===== src/rtl/core/ksta_pkg.sv =====
// Shared types, request codes and status codes for the keyed slot table allocator.
`default_nettype none

package ksta_pkg;

  localparam int SLOTS_DEF = 16;

  localparam int REQ_W = 2;
  localparam int KEY_W = 31;
  localparam int SIDX_W = 4;
  localparam int STAT_W = 3;
  localparam int CNT_W = 5;

  // request codes
  localparam logic [REQ_W-1:0] REQ_FIND = 2'd0;
  localparam logic [REQ_W-1:0] REQ_GRAB = 2'd1;
  localparam logic [REQ_W-1:0] REQ_FREE = 2'd2;

  // status codes
  localparam logic [STAT_W-1:0] ST_FOUND = 3'd0;
  localparam logic [STAT_W-1:0] ST_ALLOC = 3'd1;
  localparam logic [STAT_W-1:0] ST_FULL  = 3'd2;
  localparam logic [STAT_W-1:0] ST_MISS  = 3'd3;
  localparam logic [STAT_W-1:0] ST_FREED = 3'd4;

  typedef struct packed {
    logic [REQ_W-1:0]  req_type;
    logic [KEY_W-1:0]  key;
    logic [SIDX_W-1:0] slot_index;
  } req_t;

endpackage

`default_nettype wire


===== src/rtl/core/keyed_slot_table_allocator.sv =====
// Keyed slot table allocator: a chain of slot cells scanned by a travelling token.
// The token passes each cell's register in turn; the decision then registers out_strobe.
// One request is in the chain at a time; the token steps one cell per cycle.
// The next request may be accepted in the same cycle its predecessor's result shows.
// Reset (rst_n low, synchronous): every slot empty, high-water count zero, idle.
// Results go out for one cycle on out_strobe; the receiver cannot stall them.
`default_nettype none

module keyed_slot_table_allocator #(
  parameter int SLOTS = ksta_pkg::SLOTS_DEF
) (
  input  wire                             clk,
  input  wire                             rst_n,
  input  wire                             start,
  output logic                            busy,
  input  wire [ksta_pkg::REQ_W-1:0]       in_req_type,
  input  wire [ksta_pkg::KEY_W-1:0]       in_key,
  input  wire [ksta_pkg::SIDX_W-1:0]      in_slot_index,
  output logic                            out_strobe,
  output logic [ksta_pkg::STAT_W-1:0]     out_status,
  output logic [ksta_pkg::SIDX_W-1:0]     out_result_slot,
  output logic [ksta_pkg::CNT_W-1:0]      out_used_count
);

  localparam int IDX_W = (SLOTS > 1) ? $clog2(SLOTS) : 1;
  localparam int HW_W  = $clog2(SLOTS+1);
  // widened views so outputs can be masked to port width at any SLOTS
  localparam int SW    = (IDX_W > ksta_pkg::SIDX_W) ? IDX_W : ksta_pkg::SIDX_W;
  localparam int CW    = (HW_W > ksta_pkg::CNT_W) ? HW_W : ksta_pkg::CNT_W;
  localparam logic [HW_W-1:0] HW_FULL = HW_W'(SLOTS);

  // token chain: entry 0 feeds cell 0, entry SLOTS is the tail
  logic             valid_c   [SLOTS+1];
  ksta_pkg::req_t   req_c     [SLOTS+1];
  logic             hit_v_c   [SLOTS+1];
  logic [IDX_W-1:0] hit_idx_c [SLOTS+1];
  logic             emp_v_c   [SLOTS+1];
  logic [IDX_W-1:0] emp_idx_c [SLOTS+1];
  logic [HW_W-1:0]  top_c     [SLOTS+1];

  logic             busy_r, busy_nxt;
  logic [HW_W-1:0]  hw_r, hw_nxt;
  logic             accept;

  // write-back issued in the decision cycle
  logic                       wr_en;
  logic [IDX_W-1:0]           wr_idx;

  // decision results
  logic                       strobe_r;
  logic [ksta_pkg::STAT_W-1:0] status_r, status_nxt;
  logic [SW-1:0]              slot_r, slot_nxt;

  ksta_pkg::req_t tail_req;
  logic           done;

  assign accept = start && !busy_r;
  assign busy   = busy_r;

  // launch: the accepted request enters cell 0 with a clean token
  assign valid_c[0]   = accept;
  assign req_c[0]     = '{req_type: in_req_type, key: in_key, slot_index: in_slot_index};
  assign hit_v_c[0]   = 1'b0;
  assign hit_idx_c[0] = '0;
  assign emp_v_c[0]   = 1'b0;
  assign emp_idx_c[0] = '0;
  assign top_c[0]     = '0;

  for (genvar g = 0; g < SLOTS; g++) begin : g_cell
    ksta_cell #(
      .SLOTS    (SLOTS),
      .CELL_IDX (g)
    ) u_cell (
      .clk       (clk),
      .rst_n     (rst_n),
      .hw_i      (hw_r),
      .wr_en_i   (wr_en),
      .wr_idx_i  (wr_idx),
      .wr_key_i  (tail_req.key),
      .valid_i   (valid_c[g]),
      .req_i     (req_c[g]),
      .hit_v_i   (hit_v_c[g]),
      .hit_idx_i (hit_idx_c[g]),
      .emp_v_i   (emp_v_c[g]),
      .emp_idx_i (emp_idx_c[g]),
      .top_i     (top_c[g]),
      .valid_o   (valid_c[g+1]),
      .req_o     (req_c[g+1]),
      .hit_v_o   (hit_v_c[g+1]),
      .hit_idx_o (hit_idx_c[g+1]),
      .emp_v_o   (emp_v_c[g+1]),
      .emp_idx_o (emp_idx_c[g+1]),
      .top_o     (top_c[g+1])
    );
  end

  assign tail_req = req_c[SLOTS];
  assign done     = valid_c[SLOTS];

  // Decision on the token leaving the last cell. Free requests already
  // cleared their slot in passing; top_c holds the trimmed count.
  always_comb begin
    status_nxt = ksta_pkg::ST_MISS;
    slot_nxt   = '0;
    hw_nxt     = hw_r;
    wr_en      = 1'b0;
    wr_idx     = '0;
    busy_nxt   = busy_r;
    if (accept) begin
      busy_nxt = 1'b1;
    end
    if (done) begin
      busy_nxt = 1'b0;
      case (tail_req.req_type)
        ksta_pkg::REQ_FIND, ksta_pkg::REQ_GRAB: begin
          if (tail_req.key == '0) begin
            status_nxt = ksta_pkg::ST_MISS;
          end else if (hit_v_c[SLOTS]) begin
            status_nxt = ksta_pkg::ST_FOUND;
            slot_nxt   = SW'(hit_idx_c[SLOTS]);
          end else if (tail_req.req_type == ksta_pkg::REQ_FIND) begin
            status_nxt = ksta_pkg::ST_MISS;
          end else if (emp_v_c[SLOTS]) begin
            // reuse a hole below the high-water mark
            status_nxt = ksta_pkg::ST_ALLOC;
            slot_nxt   = SW'(emp_idx_c[SLOTS]);
            wr_en      = 1'b1;
            wr_idx     = emp_idx_c[SLOTS];
          end else if (hw_r == HW_FULL) begin
            status_nxt = ksta_pkg::ST_FULL;
          end else begin
            // extend the high-water mark
            status_nxt = ksta_pkg::ST_ALLOC;
            slot_nxt   = SW'(hw_r);
            wr_en      = 1'b1;
            wr_idx     = IDX_W'(hw_r);
            hw_nxt     = hw_r + 1'b1;
          end
        end
        ksta_pkg::REQ_FREE: begin
          if (32'(tail_req.slot_index) < SLOTS) begin
            status_nxt = ksta_pkg::ST_FREED;
            slot_nxt   = SW'(tail_req.slot_index);
            hw_nxt     = top_c[SLOTS];
          end else begin
            status_nxt = ksta_pkg::ST_MISS;
          end
        end
        default: begin
          status_nxt = ksta_pkg::ST_MISS;
        end
      endcase
    end
  end

  always_ff @(posedge clk) begin
    if (!rst_n) begin
      busy_r   <= 1'b0;
      hw_r     <= '0;
      strobe_r <= 1'b0;
    end else begin
      busy_r   <= busy_nxt;
      hw_r     <= hw_nxt;
      strobe_r <= done;
    end
  end

  always_ff @(posedge clk) begin
    status_r <= status_nxt;
    slot_r   <= slot_nxt;
  end

  // count after the write-back, masked to port width
  logic [CW-1:0] hw_wide;
  assign hw_wide = CW'(hw_r);

  assign out_strobe      = strobe_r;
  assign out_status      = status_r;
  assign out_result_slot = slot_r[ksta_pkg::SIDX_W-1:0];
  assign out_used_count  = hw_wide[ksta_pkg::CNT_W-1:0];

endmodule

`default_nettype wire


===== src/rtl/core/ksta_cell.sv =====
// One slot cell: holds a key and updates the scan token as it passes by.
`default_nettype none

module ksta_cell #(
  parameter int SLOTS    = ksta_pkg::SLOTS_DEF,
  parameter int CELL_IDX = 0
) (
  input  wire                            clk,
  input  wire                            rst_n,
  // broadcast
  input  wire [$clog2(SLOTS+1)-1:0]      hw_i,
  input  wire                            wr_en_i,
  input  wire [((SLOTS > 1) ? $clog2(SLOTS) : 1)-1:0] wr_idx_i,
  input  wire [ksta_pkg::KEY_W-1:0]      wr_key_i,
  // token in
  input  wire                            valid_i,
  input  wire ksta_pkg::req_t            req_i,
  input  wire                            hit_v_i,
  input  wire [((SLOTS > 1) ? $clog2(SLOTS) : 1)-1:0] hit_idx_i,
  input  wire                            emp_v_i,
  input  wire [((SLOTS > 1) ? $clog2(SLOTS) : 1)-1:0] emp_idx_i,
  input  wire [$clog2(SLOTS+1)-1:0]      top_i,
  // token out
  output logic                           valid_o,
  output ksta_pkg::req_t                 req_o,
  output logic                           hit_v_o,
  output logic [((SLOTS > 1) ? $clog2(SLOTS) : 1)-1:0] hit_idx_o,
  output logic                           emp_v_o,
  output logic [((SLOTS > 1) ? $clog2(SLOTS) : 1)-1:0] emp_idx_o,
  output logic [$clog2(SLOTS+1)-1:0]     top_o
);

  localparam int IDX_W = (SLOTS > 1) ? $clog2(SLOTS) : 1;
  localparam int HW_W  = $clog2(SLOTS+1);
  localparam logic [IDX_W-1:0] MY_IDX = IDX_W'(CELL_IDX);
  localparam logic [HW_W-1:0]  MY_HW  = HW_W'(CELL_IDX);
  localparam logic [HW_W-1:0]  MY_TOP = HW_W'(CELL_IDX + 1);

  logic [ksta_pkg::KEY_W-1:0] key_r, key_nxt;
  logic                       valid_r;
  ksta_pkg::req_t             req_r;
  logic                       hit_v_r, emp_v_r;
  logic [IDX_W-1:0]           hit_idx_r, emp_idx_r;
  logic [HW_W-1:0]            top_r;

  logic active, mine, is_free, hit, emp, keep;

  assign active  = (MY_HW < hw_i);
  assign mine    = (32'(req_i.slot_index) == CELL_IDX);
  assign is_free = (req_i.req_type == ksta_pkg::REQ_FREE);
  assign hit     = active && (key_r == req_i.key) && !hit_v_i;
  assign emp     = active && (key_r == '0) && !emp_v_i;
  // slot stays occupied after this request
  assign keep    = (key_r != '0) && !(is_free && mine);

  always_comb begin
    key_nxt = key_r;
    if (valid_i && is_free && mine) begin
      key_nxt = '0;
    end else if (wr_en_i && (wr_idx_i == MY_IDX)) begin
      key_nxt = wr_key_i;
    end
  end

  always_ff @(posedge clk) begin
    if (!rst_n) begin
      key_r   <= '0;
      valid_r <= 1'b0;
    end else begin
      key_r   <= key_nxt;
      valid_r <= valid_i;
    end
  end

  always_ff @(posedge clk) begin
    req_r     <= req_i;
    hit_v_r   <= hit_v_i | hit;
    hit_idx_r <= hit ? MY_IDX : hit_idx_i;
    emp_v_r   <= emp_v_i | emp;
    emp_idx_r <= emp ? MY_IDX : emp_idx_i;
    top_r     <= keep ? MY_TOP : top_i;
  end

  assign valid_o   = valid_r;
  assign req_o     = req_r;
  assign hit_v_o   = hit_v_r;
  assign hit_idx_o = hit_idx_r;
  assign emp_v_o   = emp_v_r;
  assign emp_idx_o = emp_idx_r;
  assign top_o     = top_r;

endmodule

`default_nettype wire


===== config.mk =====
export PLATFORM = sky130hd
export DESIGN_NAME = keyed_slot_table_allocator
export DESIGN_NICKNAME = d
export VERILOG_FILES = /design/src/rtl/core/ksta_pkg.sv /design/src/rtl/core/keyed_slot_table_allocator.sv /design/src/rtl/core/ksta_cell.sv
export SDC_FILE = /design/constraint.sdc
export NUM_CORES = 2
export LEC_CHECK = 0
export ABC_CLOCK_PERIOD_IN_PS = 4700
export BUFFER_PORTS_ARGS = -buffer_cell sky130_fd_sc_hd__buf_2
export CORE_ASPECT_RATIO = 0.6
export CORE_MARGIN = 4
export CORE_UTILIZATION = 54
export CTS_BUF_LIST = sky130_fd_sc_hd__clkbuf_4 sky130_fd_sc_hd__clkbuf_8
export DETAILED_ROUTE_END_ITERATION = 12
export HOLD_SLACK_MARGIN = 0.15
export MAX_ROUTING_LAYER = met4
export PLACE_DENSITY = 0.7
export REMOVE_ABC_BUFFERS = 1
export SETUP_SLACK_MARGIN = 0.5
export SLEW_MARGIN = 10
export SYNTH_ARGS = -nofsm -noshare
export SYNTH_HDL_FRONTEND = slang
export SYNTH_SLANG_ARGS = --single-unit

===== constraint.sdc =====
create_clock -name clk -period 4.7 [get_ports clk]
set_clock_uncertainty 0.05 [all_clocks]
set_input_delay 0.94 -clock clk [delete_from_list [all_inputs] [get_ports clk]]
set_output_delay 0.94 -clock clk [all_outputs]
set_load 0.05 [all_outputs]

==> metrics.md <==
| Metric | Value |
|---|---|
| Outcome | `complete, no violations` |
| HPWL Detailed | `103.5 mm` |
| Hold Path Class | `in2reg` |
| Hold Vio Cnt, Final | `0` |
| Worst path most repeated cell | `mux2i_1` |
| Top Family by Delay on Critical Path | `simple AND/OR/NAND/NOR gates` |
| Final instance area | `50590 µm²` |
| Hold depth | `1` |
| Unrepaired setup endpoints after global routing | `no` |
| Worst-Skew Late Latency | `0.86 ns` |
| Bufs and invs on worst path | `1` |
| Post-CTS resize count | `0` |
| Port bufs | `53` |
| Crit path depth | `6` |
| Vias in the first global route | `30776` |
| Slew Limit Fails | `0` |
| Clock Path Buffers | `3` |
| Fmax | `0.3019 GHz` |
| Worst VDD drop | `0.0002850 V` |
| Crit path cell chain | `mux2i_1 > nor2_2 > or4_1 > nor3_4 > buf_4 > mux2i_1` |
| Antenna-violating nets left | `0` |
| Largest net degree at the start of global routing | `103` |
| P&R area growth vs syn | `11.46%` |
| Tot Pwr | `21.36 mW` |
| Setup CP Type | `reg2reg` |
| Hold path endpoint | `g_cell[0].u_cell.req_o[19]` |
| Initial antenna violation count | `15` |
| Die area | `88900 µm²` |
| H-tree Lvls | `4` |
| Worst R2R Setup Slack | `1.39 ns` |
| GPL Wtd Cong | `1.020` |
| Initial DRC count | `4607` |
| Ys flop type | `dfxtp_1` |
| DRC | `0` |
| Synth Area per Inst | `10.46 µm²` |
| Cell count after synthesis | `4341` |
| Num rows | `82` |
| Worst EP arrival | `4.04 ns` |
| Total of max-cap violations | `0` |
| CP endpoint kind | `flip-flop` |
| Worst slew pin tran | `1.355 ns` |
| Core ar. | `83410 µm²` |
| Setup Fix Bufs, Post-CTS | `0` |
| Post-synthesis sequential area ratio | `0.5743` |
| Die Ht | `232.6 µm` |
| Hold Crit Start | `in_key[15]` |
| Sink Count | `1302` |
| Netlist cell types | `70` |
| Global-route wire length before repair | `214.1 mm` |
| Setup_tns | `0 ns` |
| DR vias | `32893` |
| Final nets | `4469` |
| CTS tree | `done` |
| WL final | `148.7 mm` |
| Leakage | `19.77 nW` |
| Initial core utilization | `0.5441` |
| Ys Warns | `0` |
| Number of fill cells | `6859` |
| Minimum clock period | `3.313 ns` |
| IO Count | `54` |
| Clk slew on worst S/H paths | `0.07 ns` |
| Clk root buf | `clkbuf_8` |
| Syn Std Cell Area | `45390 µm²` |
| Final worst path period share | `0.7048` |
| CP required | `5.42 ns` |
| Vias per cell | `5.780` |
| EDFF count, synth | `0` |
| Synth Register Bits | `1302` |
| Post-DP Area | `46650 µm²` |
| FF-to-FF End | `g_cell[0].u_cell.key_r[3]` |
| Worst slew margin | `0.09147` |
| Final setup viols | `0` |
| Async SR Flop Fraction | `0` |
| Layout cells sized above 1 | `0.1210` |
| Crit path largest cell delay | `0.83 ns` |
| Pwr per Cell Area | `422.1 nW/µm²` |
| Global route overflow | `0` |
| CP startpoint kind | `flip-flop` |
| Cts-stage hold buffer count | `32` |
| DR pass1 iterations | `6` |
| R2r worst-path depth | `6` |
| Die extent in x | `382.3 µm` |
| Wire per inst | `26.13 µm` |
| R2r startpoint | `g_cell[15].u_cell.emp_v_o` |
| Overall routing resource usage | `0.3411` |
| CP Max Fanout | `31` |
| Num CTS Buffers | `173` |
| Crit path max-delay cell type | `or4_1` |
[flip-flops by register name (all words and copies together) (netlist names), 4 cells and up]
register	count
out_used_count	5
g_cell.u_cell.key_r	496
g_cell.u_cell.valid_o	16
g_cell.u_cell.req_o	592
g_cell.u_cell.emp_v_o	16
g_cell.u_cell.hit_v_o	16
out_result_slot	4
g_cell.u_cell.emp_idx_o	49
g_cell.u_cell.hit_idx_o	49
g_cell.u_cell.top_o	54
[cell type report]
class | count | area, µm² | share of cell area
flip-flops and latches | 1302 | 26070 | 0.5152
multi-input cells | 2753 | 18160 | 0.3590
clock buffers | 264 | 3283 | 0.06490
well taps | 1134 | 1419 | 0.02805
repair buffers | 167 | 1226 | 0.02424
clock inverters | 38 | 312.8 | 0.006183
inverters | 30 | 112.6 | 0.002226
diodes | 3 | 7.507 | 0.0001484
[power by group]
part / total [mW] / leakage, nW / internal (mW) / switching (mW)
registers: 11.7 / 10.7 / 11.3 / 0.324
logic: 0.837 / 7.16 / 0.254 / 0.583
clock network: 8.87 / 1.90 / 4.63 / 4.24
[cell families (layout without fill, tap and decap cells)]
| logic type | count (synthesis) | in the layout | synth area share |
|---|---|---|---|
| simple gates | 1589 | 1589 | 0.1749 |
| flops | 1302 | 1302 | 0.5743 |
| xor+xnor | 493 | 493 | 0.09513 |
| mux | 376 | 376 | 0.08292 |
| compound gates | 293 | 293 | 0.04105 |
| buf+inv | 286 | 499 | 0.03121 |
| fa+ha+maj | 2 | 2 | 0.0005513 |
| other cells | 0 | 3 | 0 |
[cell usage after synthesis (32+ instances only)]
master	number	area [µm²]
dfxtp_1	1302	26070
nor2b_1	48	300.3
or2_2	60	375.4
clkbuf_1	185	694.4
buf_6	32	360.4
xnor2_1	182	1594
a21boi_1	32	240.2
nand3_1	80	400.4
nor3_1	36	180.2
mux2i_1	376	3764
nand2b_1	39	244.0
nand4_1	151	944.7
xor2_1	311	2724
nor4_1	213	1333
and2_1	42	262.8
nand2_1	834	3131
o21ai_0	141	705.7
[cells in the final DEF, fill, tap and decap left out, drive strengths merged, types with 4 or more instances in the layout]
master	instances
a31o	4
mux2i	376
nor3	49
clkbuf	264
nor4	220
nor3b	4
o21ai	145
a21boi	62
inv	36
dlygate4sd3	32
nand2b	39
nor4bb	9
and2	44
and4b	5
xor2	311
o21a	4
a41oi	5
nand3	80
a21oi	14
clkinvlp	9
clkinv	20
xnor2	182
dfxtp	1302
a31oi	13
nor2b	49
nand2	834
nor4b	7
or2	60
o2bb2ai	4
o31ai	21
nand4	153
nor2	26
buf	135
[worst max-delay path by stage]
stage	from	end	slack (ns)
after floorplan	out_used_count[2]	g_cell[4].u_cell.key_r[0]	0.62
after detailed placement	g_cell[15].u_cell.emp_v_o	g_cell[0].u_cell.key_r[3]	1.49
final	g_cell[15].u_cell.emp_v_o	g_cell[0].u_cell.key_r[3]	1.39
after global placement	g_cell[15].u_cell.emp_v_o	g_cell[0].u_cell.key_r[1]	1.54
after global routing	g_cell[15].u_cell.emp_v_o	g_cell[13].u_cell.key_r[3]	1.28
after CTS	g_cell[15].u_cell.emp_v_o	g_cell[0].u_cell.key_r[4]	1.47
[layer usage]
| metal | GRT usage | up-vias | wire length (µm) |
|---|---|---|---|
| met2 | 0.4191 | 2006 | 55180 |
| met1 | 0.5067 | 15830 | 67020 |
| met4 | 0.09448 | 0 | 3247 |
| li1 | - | 14842 | - |
| met5 | - | - | 0 |
| met3 | 0.1316 | 215 | 23230 |
[stage by stage]
step / setup WS, ns / hold slack, ns / cells / utilization
after global routing: 1.276 / 0.1843 / 5690 / 0.6065
after detailed placement: 1.491 / 0.2774 / 5353 / 0.5592
after global placement: 1.535 / 0.2804 / 5353 / 0.5592
after CTS: 1.470 / 0.1533 / 5687 / 0.6062
after floorplan: 0.6244 / 0.2724 / 4085 / -
final: 1.387 / 0.2112 / 5691 / 0.6065
(Power assumes the default switching activity.)
